<file path="src/sv/vef_pkg.sv">
// vef_pkg: shared types and character constants of the visible escape folder.
// Used by vef_encoder and visible_escape_folder_top; depends on nothing.
package vef_pkg;

	// most output bytes one input word can cause
	localparam int unsigned MaxRun = 6;
	localparam int unsigned RunW   = 3;

	// characters that appear in the visible form
	localparam logic [7:0] ChBslash = 8'h5C;
	localparam logic [7:0] ChLf     = 8'h0A;
	localparam logic [7:0] ChDollar = 8'h24;
	localparam logic [7:0] ChZero   = 8'h30;
	localparam logic [7:0] ChSpace  = 8'h20;
	localparam logic [7:0] ChTilde  = 8'h7E;

	// control bytes that have a two-character escape
	localparam logic [7:0] CtlBel = 8'h07;
	localparam logic [7:0] CtlBs  = 8'h08;
	localparam logic [7:0] CtlTab = 8'h09;
	localparam logic [7:0] CtlVt  = 8'h0B;
	localparam logic [7:0] CtlFf  = 8'h0C;
	localparam logic [7:0] CtlCr  = 8'h0D;

	// register index of the configuration port
	localparam logic RegFoldLimit = 1'b0;
	localparam logic [7:0] FoldLimitReset = 8'd80;

	// expansion of one input word
	typedef struct packed {
		logic [MaxRun-1:0][7:0] bytes;    // bytes[0] goes out first
		logic [RunW-1:0]        len;      // 1..6
		logic [7:0]             col_next; // column count after this word
	} vef_run_t;

endpackage

</file>
<file path="src/sv/visible_escape_folder_top.sv">
// visible_escape_folder_top: stream wrapper with column state, run buffer and
// APB register for the visible escape folder. Depends on vef_pkg, vef_encoder.
//
// Usage: text words enter on the s_ group (s_tdata = text byte, s_tlast = end
// of text). Each word expands into a run of 1 to 6 output words on the m_
// group (m_tdata = visible byte, m_tlast = last word of the run). fold_limit
// is written through the APB port at address 0; the user must write it only
// while the block is idle, as the block itself does not enforce this. The
// first word of a run is valid the cycle after the input word is accepted.
// A new word is taken in the same cycle as the last word of the previous run
// leaves, so one-byte runs flow at one word per cycle while m_tready is high.
// The run buffer, drained one byte per cycle while m_tready is high, sets it.
// Reset clears the column count, empties the run buffer and sets fold_limit
// to 80. When the receiver stalls, the current output word holds and
// s_tready stays low until the run's last word is taken.
module visible_escape_folder_top (
	input  logic        clk,
	input  logic        arst_n,
	// input stream
	input  logic        s_tvalid,
	output logic        s_tready,
	input  logic [7:0]  s_tdata,  // [7:0] text_byte
	input  logic        s_tlast,  // end_of_text
	// output stream
	output logic        m_tvalid,
	input  logic        m_tready,
	output logic [7:0]  m_tdata,  // [7:0] out_byte
	output logic        m_tlast,  // last_of_run
	// configuration
	input  logic        psel,
	input  logic        penable,
	input  logic        pwrite,
	input  logic [2:0]  paddr,
	input  logic [31:0] pwdata,
	output logic [31:0] prdata,
	output logic        pready
);

	logic [7:0]                       fold_limit_q;
	logic [7:0]                       col_q;
	logic [vef_pkg::MaxRun-1:0][7:0]  buf_q;
	logic [vef_pkg::RunW-1:0]         rem_q;
	vef_pkg::vef_run_t                run;
	logic                             in_fire;
	logic                             out_fire;

	// configuration register
	assign pready = 1'b1;
	assign prdata = (paddr[2] == vef_pkg::RegFoldLimit) ? {24'd0, fold_limit_q} : 32'd0;

	always_ff @(posedge clk or negedge arst_n) begin
		if (!arst_n) begin
			fold_limit_q <= vef_pkg::FoldLimitReset;
		end else if (psel && penable && pwrite && pready
				&& paddr[2] == vef_pkg::RegFoldLimit) begin
			fold_limit_q <= pwdata[7:0];
		end
	end

	// expansion of the incoming word
	vef_encoder u_enc (
		.text_byte  (s_tdata),
		.end_of_text(s_tlast),
		.col        (col_q),
		.fold_limit (fold_limit_q),
		.run        (run)
	);

	// handshakes
	assign m_tvalid = (rem_q != '0);
	assign m_tdata  = buf_q[0];
	assign m_tlast  = (rem_q == 3'd1);
	assign out_fire = m_tvalid && m_tready;
	assign s_tready = (rem_q == '0) || (m_tready && rem_q == 3'd1);
	assign in_fire  = s_tvalid && s_tready;

	// column count and run length
	always_ff @(posedge clk or negedge arst_n) begin
		if (!arst_n) begin
			col_q <= 8'd0;
			rem_q <= '0;
		end else if (in_fire) begin
			col_q <= run.col_next;
			rem_q <= run.len;
		end else if (out_fire) begin
			rem_q <= rem_q - 3'd1;
		end
	end

	// run buffer: load on accept, shift down on each output word
	always_ff @(posedge clk) begin
		if (in_fire) begin
			buf_q <= run.bytes;
		end else if (out_fire) begin
			for (int k = 0; k < vef_pkg::MaxRun - 1; k++)
				buf_q[k] <= buf_q[k + 1];
			buf_q[vef_pkg::MaxRun - 1] <= 8'h00;
		end
	end

	// checks
	a_ready_when_empty: assert property (@(posedge clk) disable iff (!arst_n)
		!m_tvalid |-> s_tready) else $error("input blocked with empty buffer");

	a_run_follows: assert property (@(posedge clk) disable iff (!arst_n)
		in_fire |=> m_tvalid) else $error("accepted word produced no output");

	a_run_bound: assert property (@(posedge clk) disable iff (!arst_n)
		rem_q <= 3'(vef_pkg::MaxRun)) else $error("run length out of range");

	a_end_clears: assert property (@(posedge clk) disable iff (!arst_n)
		(in_fire && s_tlast) |=> (col_q == 8'd0)) else $error("end did not clear column");

endmodule

</file>
<file path="src/sv/vef_encoder.sv">
// vef_encoder: combinational expansion of one text byte into its visible run,
// including the fold check and column update. Depends on vef_pkg.
module vef_encoder (
	input  logic [7:0]       text_byte,
	input  logic             end_of_text,
	input  logic [7:0]       col,
	input  logic [7:0]       fold_limit,
	output vef_pkg::vef_run_t run
);

	logic                 fold;
	logic [7:0]           col_base;
	logic [3:0][7:0]      body;
	logic [vef_pkg::RunW-1:0] body_len;
	logic [2:0]           add;
	logic                 set_col;
	logic [7:0]           set_val;
	logic [7:0]           esc;
	logic [8:0]           sum;

	// fold before a text byte once the line ran past the limit
	assign fold     = !end_of_text && (col > fold_limit);
	assign col_base = fold ? 8'd0 : col;

	// two-character escape letters
	always_comb begin
		unique case (text_byte)
			vef_pkg::CtlBel: esc = 8'h61; // a
			vef_pkg::CtlBs:  esc = 8'h62; // b
			vef_pkg::CtlFf:  esc = 8'h66; // f
			vef_pkg::CtlCr:  esc = 8'h72; // r
			vef_pkg::CtlTab: esc = 8'h74; // t
			vef_pkg::CtlVt:  esc = 8'h76; // v
			default:         esc = 8'h00;
		endcase
	end

	// body of the run, without the fold prefix
	always_comb begin
		body     = '0;
		body_len = 3'd1;
		add      = 3'd0;
		set_col  = 1'b0;
		set_val  = 8'd0;
		priority if (end_of_text) begin
			body[0]  = vef_pkg::ChDollar;
			body[1]  = vef_pkg::ChLf;
			body_len = 3'd2;
			set_col  = 1'b1;
			set_val  = 8'd0;
		end else if (text_byte >= vef_pkg::ChSpace && text_byte <= vef_pkg::ChTilde) begin
			if (text_byte == vef_pkg::ChBslash) begin
				body[0]  = vef_pkg::ChBslash;
				body[1]  = vef_pkg::ChBslash;
				body_len = 3'd2;
				add      = 3'd2;
			end else begin
				body[0]  = text_byte;
				body_len = 3'd1;
				add      = 3'd1;
			end
		end else if (text_byte == vef_pkg::ChLf) begin
			body[0]  = vef_pkg::ChDollar;
			body[1]  = vef_pkg::ChLf;
			body_len = 3'd2;
			set_col  = 1'b1;
			set_val  = 8'd1;
		end else if (esc != 8'h00) begin
			body[0]  = vef_pkg::ChBslash;
			body[1]  = esc;
			body_len = 3'd2;
			add      = 3'd2;
		end else begin
			// octal escape, most significant digit first
			body[0]  = vef_pkg::ChBslash;
			body[1]  = vef_pkg::ChZero + {6'd0, text_byte[7:6]};
			body[2]  = vef_pkg::ChZero + {5'd0, text_byte[5:3]};
			body[3]  = vef_pkg::ChZero + {5'd0, text_byte[2:0]};
			body_len = 3'd4;
			add      = 3'd4;
		end
	end

	// saturating column update
	assign sum = {1'b0, col_base} + {6'd0, add};

	// place the fold prefix ahead of the body; run length and next column
	always_comb begin
		run.col_next = set_col ? set_val : (sum[8] ? 8'hFF : sum[7:0]);
		run.len      = body_len + (fold ? 3'd2 : 3'd0);
		for (int i = 0; i < vef_pkg::MaxRun; i++) begin
			if (fold) begin
				if (i == 0)
					run.bytes[i] = vef_pkg::ChBslash;
				else if (i == 1)
					run.bytes[i] = vef_pkg::ChLf;
				else
					run.bytes[i] = body[2'(i - 2)];
			end else if (i < 4) begin
				run.bytes[i] = body[2'(i)];
			end else begin
				run.bytes[i] = 8'h00;
			end
		end
	end

endmodule
</file>
<file path="config.mk">
export PLATFORM = sky130hd
export DESIGN_NAME = visible_escape_folder_top
export DESIGN_NICKNAME = d
export VERILOG_FILES = /design/src/sv/vef_pkg.sv /design/src/sv/visible_escape_folder_top.sv /design/src/sv/vef_encoder.sv
export SDC_FILE = /design/constraint.sdc
export NUM_CORES = 1
export LEC_CHECK = 0
export ABC_AREA = 1
export BUFFER_PORTS_ARGS = -buffer_cell sky130_fd_sc_hd__buf_2
export CORE_UTILIZATION = 52
export DETAILED_ROUTE_END_ITERATION = 6
export PLACE_DENSITY = 0.8
export SLEW_MARGIN = 0
export SYNTH_ARGS = -nofsm -noshare
export SYNTH_HDL_FRONTEND = slang
export SYNTH_SLANG_ARGS = --single-unit
</file>
<file path="constraint.sdc">
create_clock -name clk -period 3.74 [get_ports clk]
set_input_delay 0.374 -clock clk [delete_from_list [all_inputs] [get_ports clk]]
set_output_delay 0.374 -clock clk [all_outputs]
set_load 0.02 [all_outputs]
</file>
Yosys cells after proc, flatten, opt, wreduce, memory -nomap -nowiden
Cells that the tools add are included.
{"block": "op_classes", "n_addsub": 4, "magnitude_cmp": 3, "n_eq_ne": 9, "n_mux": 35, "n_bitwise": 1, "reduce_logical": 14}
{"operator": "$mux W48", "n": 2}
{"operator": "$mux W8", "n": 12}
{"operator": "$mux W16", "n": 4}
{"operator": "$eq A8 B4 Y1 const B", "n": 6}
{"operator": "$pmux W7 S6", "n": 1}
{"operator": "$mux W3", "n": 9}
{"operator": "$add A8 B3 Y9", "n": 1}
{"operator": "$eq A8 B3 Y1 const B", "n": 1}
{"operator": "$eq A8 B7 Y1 const B", "n": 1}
{"operator": "$ge A8 B6 Y1 const B", "n": 1}
{"operator": "$gt A8 B8 Y1", "n": 1}
{"operator": "$le A8 B7 Y1 const B", "n": 1}
{"operator": "$logic_and A1 B1 Y1", "n": 8}
{"operator": "$reduce_bool A8 Y1", "n": 1}
{"operator": "$add A6 B2 Y7 const A", "n": 1}
{"operator": "$mux W7", "n": 1}
{"operator": "$mux W1", "n": 4}
{"operator": "$mux W2", "n": 2}
{"operator": "$add A3 B3 Y3", "n": 1}
{"operator": "$eq A3 B1 Y1 const B", "n": 1}
{"operator": "$logic_not A3 Y1", "n": 1}
{"operator": "$reduce_bool A3 Y1", "n": 1}
{"operator": "$sub A3 B1 Y3 const B", "n": 1}
{"operator": "$reduce_bool A2 Y1", "n": 1}
{"operator": "3 further kinds", "n": 3}
{"block": "word_totals", "register_bits": 67, "out_inout_bits": 44, "elab_cells": 75}

Logic depth before layout (Yosys ltp)
{"block": "depth", "word_depth": 10, "mapped_depth": 24, "ltp_nobuf": 24}

By module
Synthesis repeated with hierarchy kept, for this count alone.
{"block": "unflattened", "hier_cells": 554, "hier_area_um2": 4426.7}
{"mod": "visible_escape_folder_top", "instances": 1, "cells_per_inst": 349, "area_per_inst_um2": 3261.9}
{"mod": "vef_encoder", "instances": 1, "cells_per_inst": 205, "area_per_inst_um2": 1164.9}

Worst setup path before layout
Ideal clock, no wire load.
{"block": "synth_timing", "kind": "flip-flop to flip-flop", "start": "reg fold_limit_q[6]", "end": "reg col_q[4]", "setup_time_ns": 0.118, "arrival_ns": 2.624, "t_required_ns": 3.622, "path_slack_ns": 0.998, "path_stages_with_launch": 19, "synth_period_minus_slack_ns": 2.742, "cell_sequence": "dfstp_2 inv_1 ha_1 nand2_1 nor2_1 a21oi_1 nand2_2 inv_2 nor2_1 ha_1 fa_1 nand2_1 inv_1 nor2_1 nor2_4 nand3_2 nand3_1 nand2_1 o21ai_2"}
{"block": "synth_between", "elab_chain_len": 6}
{"item": "from (decl)", "line_no": "visible_escape_folder_top.sv:39", "text": "logic [7:0] fold_limit_q;"}
{"item": "from (signal assigned)", "line_no": "visible_escape_folder_top.sv:53", "text": "fold_limit_q <= vef_pkg::FoldLimitReset;"}
{"item": "from (signal assigned)", "line_no": "visible_escape_folder_top.sv:56", "text": "fold_limit_q <= pwdata[7:0];"}
{"item": "$gt A8 B8 Y1", "line_no": "vef_encoder.sv:22", "text": "assign fold = !end_of_text && (col > fold_limit);"}
{"item": "$logic_and A1 B1 Y1", "line_no": "vef_encoder.sv:22"}
{"item": "$mux W8", "line_no": "vef_encoder.sv:23", "text": "assign col_base = fold ? 8'd0 : col;"}
{"item": "$add A8 B3 Y9", "line_no": "vef_encoder.sv:85", "text": "assign sum = {1'b0, col_base} + {6'd0, add};"}
{"item": "$mux W8 (2 in series)", "line_no": "vef_encoder.sv:89", "text": "run.col_next = set_col ? set_val : (sum[8] ? 8'hFF : sum[7:0]);"}
{"item": "to (signal assigned)", "line_no": "visible_escape_folder_top.sv:83", "text": "col_q <= run.col_next;"}
{"item": "to (decl)", "line_no": "visible_escape_folder_top.sv:40", "text": "logic [7:0] col_q;"}
No other way between the ends.
A chain may end at the register's enable or synchronous reset.

Worst setup path after layout
{"block": "layout_timing", "start": "reg fold_limit_q[6]", "end": "reg col_q[5]"}
Same word-level chain as after synthesis.

==> metrics <==
outcome complete, but fails checks; failing checks hold timing; max cap viols 0; GRT Total Usage 20.6%; RR Endpoint col_q[5]; NumNets Final 483; core box area 5960 um2; met2 WL 3.09 mm; via/cell ratio 5.04; CP Depth 19; adder-cell share of the synthesized area 6.40%; largest family of logic cells by synthesized area simple AND/OR/NAND/NOR gates; complex-gate fraction of the synthesized area 9.87%; post-synthesis async set-or-reset flop share 38.0%; count of cells resized by post-cts repair 0; largest delay contributor family on the critical path simple AND/OR/NAND/NOR gates; DR top layer met4; reg2reg start fold_limit_q[6]; LEAKAGE 1.78 nW; Peak VDD IR 0.366 mV; area share of the largest cell type after synthesis 28.7%; Slowest-stage cell, CP dfstp_2; Synth Cell Area 3250 um2; Final setup viols 0; Synth Register Bits 50; die height 81.0 um; DRC viols 0; die outline width 81.0 um; Crit. End Element flip-flop; syn_area_per_cell 8.50 um2; vias in the first global route 2350; first-pass GRT wire length 10.3 mm; xor/xnor share of the synthesized area 0.270%; Distinct cells, synth 44; most frequent CP cell nand2_1; H-Tree Depth 2; WHS -0.0115 ns; Area contributors post-synth edfxtp_1 (29%), dfrtp_1 (13%), nand2_1 (8.8%); Fin. Hold Viols 11; 1st-pass router iterations 4; Post-CTS Setup Bufs 0; met3 wire length 308 um; die area 6560 um2; final core occ 58.1%; Detail Route Antenna Nets 0; dpl cells 484; Tcrit/Tclk final 87.5%; Skew-Pair Late Insertion Delay 0.32 ns; simple-gate share of the synthesized area 24.7%; Layout area overhead 6.59%; DP HPWL 4.54 mm; initial antenna violation count 0; Final Non-Filler Cells 492; Max Freq 306 MHz; initial DRC count 121; cell breakdown of the critical path inv_1 > ha_1 > nand2_1 > nor2_1 > nand2_1 > nand2_1 > nand2_2 > inv_2 > nor2_1 > ha_1 > fa_1 > nand2_1 > inv_1 > nor2_1 > nor2_4 > nand3_2 > nand3_1 > nand2_1 > o21ai_1; Num Clock Sinks 50; prevailing post-synth register cell edfxtp_1; synth cell count leaders nand2_1 (76), nor2_1 (46), inv_1 (45), buf_4 (35), edfxtp_1 (31); PortBufs 43; Yosys warnings 0; Max Root-Sink Buffers 2; sequential fraction of the synthesis area 43.4%; worst reg-to-reg path cell count 19; Worst-path clk slew 0.09 ns; RSZ-0062 raised after global routing no; Arrival @ worst endpoint 3.47 ns; clk_skew 0.0146 ns; Worst path max stage delay 0.52 ns; crit path time final 3.27 ns; Post-Synthesis Cells 382; Routed WL per cell 12.4 um; placer congestion estimate 0.889; total power 2.19 mW; Power Density 632 nW/um2; CTS tree done; via count 2482; ratio of cells with drive above 1 in the final layout 20.4%; Worst-Margin Slew 0.597 ns; area leader, netlist edfxtp_1; Ports 95; Worst slew margin 60.0%; row count 28; setup_tns 0 ns; fraction of synthesized area in multiplexers 0%; crit start category flip-flop; class of the worst hold path in2async; worst path required time 3.93 ns; final max-slew violation count 0; R2R Setup Slk 0.47 ns; Root Buffer clkbuf_8; largest net degree at the start of global routing 32; Critical path buffers and inverters 3; critical path class reg2reg; routed length on met1 2.60 mm; total grt overflow 0; Post-synth EDFFs 31; WL final 6.11 mm; hold buffer count at CTS 0; CP max FO 14; most numerous cell in the Yosys netlist nand2_1; Initial Utilization 54.5%; cts bufs inserted 5; n_diodes 0
## through the flow
stage          cell area [um2]  setup slack, ns  hold WS (ns)
3_5_place_dp              3350            0.460         0.338
2_1_floorplan             3340            0.998        0.0784
3_3_place_gp              3350            0.535         0.331
6_report                  3460            0.467       -0.0115
4_1_cts                   3460            0.429       0.00289
5_1_grt                   3460            0.154        0.0137
## per-layer routing
metal | track usage (%) | vias up
li1 | - | 1262
met1 | 25.1 | 1141
met2 | 36.1 | 69
met3 | 4.49 | 10
met4 | 6.96 | 0
met5 | 0 | -
## worst max-delay path by stage
stage	startpoint	end
CTS	fold_limit_q[6]	col_q[5]
global route	fold_limit_q[6]	col_q[5]
global placement	fold_limit_q[6]	col_q[4]
floorplan	fold_limit_q[6]	col_q[4]
finish	fold_limit_q[6]	col_q[5]
detailed placement	fold_limit_q[6]	col_q[5]
## logic make-up (layout without fill, tap and decap cells)
kind of cell,Yosys count,in the layout
other,2,26
AND/OR/NAND/NOR,168,168
flip-flops,50,50
adder cells (fa/ha/maj),16,16
AO/OA/AOI/OAI,55,55
XOR/XNOR,1,1
buffers and inverters,90,101
## power breakdown
part / total, mW / leakage [nW] / switching [mW] / internal [mW]
clock: 0.383 / 0.0554 / 0.182 / 0.201
sequential: 0.962 / 0.545 / 0.0833 / 0.879
combinational: 0.842 / 1.18 / 0.557 / 0.285
## final cells by class
class / count / area [um2]
fillers: 551 / 2490
inverters: 49 / 186
well taps: 75 / 93.8
clock buffers: 6 / 72.6
multi-input cells: 266 / 1440
clock inverters: 2 / 38.8
repair buffers: 44 / 223
flip-flops and latches: 50 / 1410
## registers in the layout, indices dropped and copies added, names as in the netlist
| register | count |
|---|---|
| buf_q | 23 |
| col_q | 8 |
| fold_limit_q | 8 |
| m_tdata | 8 |
| rem_q | 3 |
## cell usage in the layout, fill, tap and decap left out, types with 3 or more instances in the layout
| master | count |
|---|---|
| o21ai_1 | 5 |
| buf_2 | 43 |
| nand2_2 | 3 |
| o211ai_1 | 3 |
| o21ai_0 | 14 |
| dfrtp_1 | 17 |
| nand2_1 | 76 |
| nand3_1 | 12 |
| inv_2 | 3 |
| nor3_1 | 3 |
| a21oi_1 | 21 |
| inv_1 | 45 |
| nor2_4 | 5 |
| clkbuf_8 | 5 |
| o21ai_2 | 3 |
| conb_1 | 26 |
| ha_1 | 15 |
| nor2_1 | 46 |
| nand3_2 | 5 |
| edfxtp_1 | 31 |
| nand4_1 | 4 |
| nor2_2 | 5 |
Note: power is estimated with default switching activity, not from simulation.
